`src/hdl/assert_macros.svh`:
```
// Assertion macros shared by the grouped FIFO queue modules.
`ifndef ASSERT_MACROS_SVH
`define ASSERT_MACROS_SVH

// A condition that holds at every clock edge outside reset.
`define GFQ_ASSERT_ALWAYS(label, cond, msg) \
    label: assert property (@(posedge i_clk) disable iff (!i_rst_n) (cond)) else $error(msg);

// A consequence that holds in the same cycle as its trigger.
`define GFQ_ASSERT_IMPL(label, ante, cons, msg) \
    label: assert property (@(posedge i_clk) disable iff (!i_rst_n) (ante) |-> (cons)) \
        else $error(msg);

// A consequence that holds in the cycle after its trigger.
`define GFQ_ASSERT_NEXT(label, ante, cons, msg) \
    label: assert property (@(posedge i_clk) disable iff (!i_rst_n) (ante) |=> (cons)) \
        else $error(msg);

`endif

```
`src/hdl/gfq_pkg.sv`:
```
// Shared types, codes and widths of the grouped FIFO queue.
package gfq_pkg;

    localparam int CMD_W    = 1;
    localparam int VALUE_W  = 20;
    localparam int GROUP_W  = 4;
    localparam int STATUS_W = 2;

    localparam int NUM_GROUPS_DEF  = 16;
    localparam int GROUP_DEPTH_DEF = 16;

    typedef enum logic [CMD_W-1:0] {
        CMD_PUSH = 1'b0,
        CMD_POP  = 1'b1
    } t_cmd;

    typedef enum logic [STATUS_W-1:0] {
        ST_PUSHED  = 2'd0,
        ST_POPPED  = 2'd1,
        ST_EMPTY   = 2'd2,
        ST_DROPPED = 2'd3
    } t_status;

    typedef enum logic [2:0] {
        S_CLEAR,
        S_IDLE,
        S_EXEC,
        S_POP_ADDR,
        S_POP_DONE
    } t_state;

    // Commands from the controller to the datapath.
    typedef struct packed {
        logic clear_en;
        logic accept;
        logic push_commit;
        logic empty_commit;
        logic pop_meta_rd;
        logic pop_data_rd;
        logic pop_commit;
    } t_dp_cmd;

    // Status from the datapath to the controller.
    typedef struct packed {
        logic is_pop;
        logic order_empty;
        logic out_free;
        logic clear_last;
    } t_dp_status;

endpackage

```
`src/hdl/gfq_ctrl.sv`:
```
// Sequencing state machine of the grouped FIFO queue.
`include "assert_macros.svh"

module gfq_ctrl (
    input  logic                i_clk,
    input  logic                i_rst_n,
    input  logic                i_in_valid,
    output logic                o_in_ready,
    input  gfq_pkg::t_dp_status i_status,
    output gfq_pkg::t_dp_cmd    o_cmd
);
    import gfq_pkg::*;

    t_state r_state;
    t_state n_state;

    always_ff @(posedge i_clk) begin
        if (!i_rst_n) begin
            r_state <= S_CLEAR;
        end else begin
            r_state <= n_state;
        end
    end

    always_comb begin
        n_state = r_state;
        unique case (r_state)
            S_CLEAR: begin
                if (i_status.clear_last) n_state = S_IDLE;
            end
            S_IDLE: begin
                if (i_in_valid) n_state = S_EXEC;
            end
            S_EXEC: begin
                if (i_status.is_pop && !i_status.order_empty) begin
                    n_state = S_POP_ADDR;
                end else if (i_status.out_free) begin
                    n_state = S_IDLE;
                end
            end
            S_POP_ADDR: begin
                n_state = S_POP_DONE;
            end
            S_POP_DONE: begin
                if (i_status.out_free) n_state = S_IDLE;
            end
            default: begin
                n_state = S_CLEAR;
            end
        endcase
    end

    always_comb begin
        o_cmd      = '0;
        o_in_ready = 1'b0;
        unique case (r_state)
            S_CLEAR: begin
                o_cmd.clear_en = 1'b1;
            end
            S_IDLE: begin
                o_in_ready   = 1'b1;
                o_cmd.accept = i_in_valid;
            end
            S_EXEC: begin
                if (!i_status.is_pop) begin
                    o_cmd.push_commit = i_status.out_free;
                end else if (i_status.order_empty) begin
                    o_cmd.empty_commit = i_status.out_free;
                end else begin
                    o_cmd.pop_meta_rd = 1'b1;
                end
            end
            S_POP_ADDR: begin
                o_cmd.pop_data_rd = 1'b1;
            end
            S_POP_DONE: begin
                o_cmd.pop_commit = i_status.out_free;
            end
            default: begin
                o_cmd = '0;
            end
        endcase
    end

    `GFQ_ASSERT_NEXT(a_accept_exec, o_cmd.accept, r_state == S_EXEC, "accepted request did not start")
    `GFQ_ASSERT_ALWAYS(a_one_write, $onehot0({o_cmd.push_commit, o_cmd.pop_commit, o_cmd.empty_commit, o_cmd.clear_en}), "more than one state update in a cycle")
    `GFQ_ASSERT_IMPL(a_commit_free, o_cmd.push_commit || o_cmd.pop_commit || o_cmd.empty_commit, i_status.out_free, "result loaded into an occupied output register")

endmodule

```
`config.mk`:
```
export PLATFORM = sky130hd
export DESIGN_NAME = gfq_ctrl
export DESIGN_NICKNAME = d
export VERILOG_FILES = /design/src/hdl/gfq_pkg.sv /design/src/hdl/gfq_ctrl.sv
export VERILOG_INCLUDE_DIRS = /design/src /design/src/hdl
export SDC_FILE = /design/constraint.sdc
export NUM_CORES = 1
export LEC_CHECK = 0
export CAP_MARGIN = 20
export CORE_AREA = 2 2 39 41
export DETAILED_ROUTE_END_ITERATION = 7
export DIE_AREA = 0 0 41 43
export DONT_BUFFER_PORTS = 1
export SYNTH_ARGS = -nofsm -noshare
export SYNTH_HDL_FRONTEND = slang
export SYNTH_SLANG_ARGS = --single-unit
```
`constraint.sdc`:
```
create_clock -name i_clk -period 3.5 [get_ports i_clk]
set_clock_uncertainty 0.15 [all_clocks]
set_input_delay 0.175 -clock i_clk [delete_from_list [all_inputs] [get_ports i_clk]]
set_output_delay 0.175 -clock i_clk [all_outputs]
set_load 0.01 [all_outputs]
```
==> impl_metrics.ini <==
[synthesis]
yosys_warnings = 0
yosys_register_bits = 3
synth_area_um2 = 258
synthDistinctLibCells = 23
synth_area_per_cell_um2 = 7.58
syn_inst = 34
ys_seq_area_share_pct = 23.3
syn_nets = 41

[clocking]
cts_setup_buffers = 0
cts_resized = 0
clk_latency_ns = 0.24
cts_tree = done
root_buffer = clkbuf_4
clockBufferDepth = 2
cts_sinks = 3
clk_pin_slew_worst_paths_ns = 0.04
holdBufCountCts = 2
cts_buffers = 3
cts.htree.levels = 1

[timing]
worst_slack_ns = 1.82
holdWs_ns = 0.0396
relSlewSlack_pct = 76.6
setup_viol = 0
clock.fmax_ghz = 0.597
tightest_slew_ns = 0.348
rsz0062_at_grt = false
finalCritPeriodShare_pct = 47.9
slew_violations = 0
fin_tns_setup_ns = 0
min_period_ns = 1.68
hold_viol = 0

[power_and_ir_drop]
power_density_nw_per_um2 = 603
p_comb_share_pct = 34.9
intPower_mw = 0.117
power_frac_clock_pct = 32.2
vdd_drop_max_mv = 0.248
p_seq_share_pct = 32.9
p_sw_share_pct = 39.0
p_leak_nw = 0.132
p_sw_mw = 0.0750

[routing]
wl_per_cell_um = 11.1
drt_first_iter_violations = 2
wl_um = 612
num_vias = 254
ant_nets = 0
viasPerCell = 4.62
drt_pass1_iterations = 2
route.detailed.drc = 0

[global_routing]
grt.overflow.total = 0
grt_max_degree = 11
antenna_found_initial = 0
grt_pass1_vias = 244
grt_util_all_layers_pct = 8.52
grt_pass1_wl_um = 938

[die]
die_h_um = 43
rows = 14
die_x_um = 41
core_um2 = 1380
ios = 15
start_util_pct = 18.6
dieArea_um2 = 1760

[placed_design]
dp_worst_setup_slack_ns = 2.08
port_buffers = 0
dp_hpwl_um = 435
gp_congestion = 0.746

[worst_setup_path]
worst_setup_path_end_kind = output pin
path_max_fanout = 10
cp.required_ns = 3.17
r2r-start = r_state[2]$_SDFFE_PN0P_
critical-path-top-delay-family = simple AND/OR/NAND/NOR gates
cpMaxStageDelayCell = dfxtp_1
cp_cell_sequence = nor3b_1 -> nand2_1 -> nor2_1
arrival_ns = 1.35
worst-path-buf-inv = 0
crit_path_start_kind = flop
timing_worst_setup_path_type = flop to output pin
max_stage_delay_ns = 0.50
startpoint = r_state[1]$_SDFFE_PN0P_

[status]
status = finished, final reports clean

[min_path]
hp-start = i_status[1]
hold_class = input port to flop

[final_layout]
seq_area_um2 = 60.1
reg_top3 = r_state x3
syn_to_final_growth_pct = 23.8
antenna_cells = 0
fillers = 151
largest_register_ffs = 3
largest-register = r_state
layout-drive-gt1-share_pct = 15.4
nets = 47
multi_input_area_um2 = 189

[job]
maxCapViolCount = 0
==> cells by family after synthesis <==
family | synth area share, %
DFF | 23.3
and+or+nand+nor | 52.9
buffers and inverters | 3.39
AOI/OAI and AO/OA | 20.4
==> final timing paths <==
path	to	slack [ns]	cells past startpoint
setup / recovery	o_cmd[3]	1.82	3
hold / removal	r_state[0]$_SDFFE_PN0P_	0.04	2
setup reg to reg	r_state[0]$_SDFFE_PN0P_	2.15	3
hold reg to reg	r_state[1]$_SDFFE_PN0P_	0.45	2
==> cell type report <==
cell class,instances,share of cell area [%]
clock buffers,4,8.24
inverters,1,1.18
repair buffers,2,6.27
well taps,16,6.27
flip-flops and latches,3,18.8
multi-input cells,29,59.2
==> metrics by stage <==
stage	util [%]	cells	total power [mW]	instance area, um^2
2_1_floorplan	-	34	0.119	258
3_3_place_gp	19.7	49	0.128	273
3_5_place_dp	19.7	49	0.130	273
4_1_cts	23.1	55	0.197	319
5_1_grt	23.1	55	0.207	319
6_report	23.1	55	0.192	319
==> layout by cell type, fill, tap and decap left out, drive strengths merged <==
cell type    synthesis  layout
nor2b                4       4
clkbuf               0       4
nand2                3       3
dfxtp                3       3
nor2                 3       3
and2                 2       2
nand2b               2       2
a21oi                2       2
dlygate4sd3          0       2
nor3b                2       2
o21ai                2       2
and3b                1       1
nor3                 1       1
and3                 1       1
or2                  1       1
a21o                 1       1
and2b                1       1
a32oi                1       1
nand3b               1       1
o41ai                1       1
inv                  1       1
==> power by group through the flow <==
stage          Sequential, mW  Clock [mW]  Combinational [mW]
2_1_floorplan          0.0545           0              0.0646
3_3_place_gp           0.0620           0              0.0661
3_5_place_dp           0.0636           0              0.0660
4_1_cts                0.0629      0.0655              0.0681
5_1_grt                0.0665      0.0680              0.0728
6_report               0.0632      0.0620              0.0672
==> cells in the mapped netlist (all sizes together) <==
master	n	area (um^2)
nand2b	2	12.5
and3	1	6.26
nor3b	2	20.0
buf	1	5.00
or2	1	6.26
and3b	1	8.76
a21o	1	7.51
inv	1	3.75
dfxtp	3	60.1
nor3	1	5.00
o41ai	1	16.3
and2	2	12.5
o21ai	2	10.0
a32oi	1	8.76
nand2	3	11.3
and2b	1	7.51
nor2	3	13.8
a21oi	2	10.0
nor2b	4	25.0
nand3b	1	7.51
==> routing by layer <==
| metal | vias to the layer above | track usage, % | share of wire (%) |
|---|---|---|---|
| met3 | 4 | 3.14 | 5.7 |
| met5 | - | 0 | 0 |
| met4 | 0 | 10.0 | 3.9 |
| met1 | 112 | 7.35 | 36 |
| li1 | 128 | - | - |
| met2 | 10 | 12.8 | 54 |
Power figures use the tool's default switching activity.
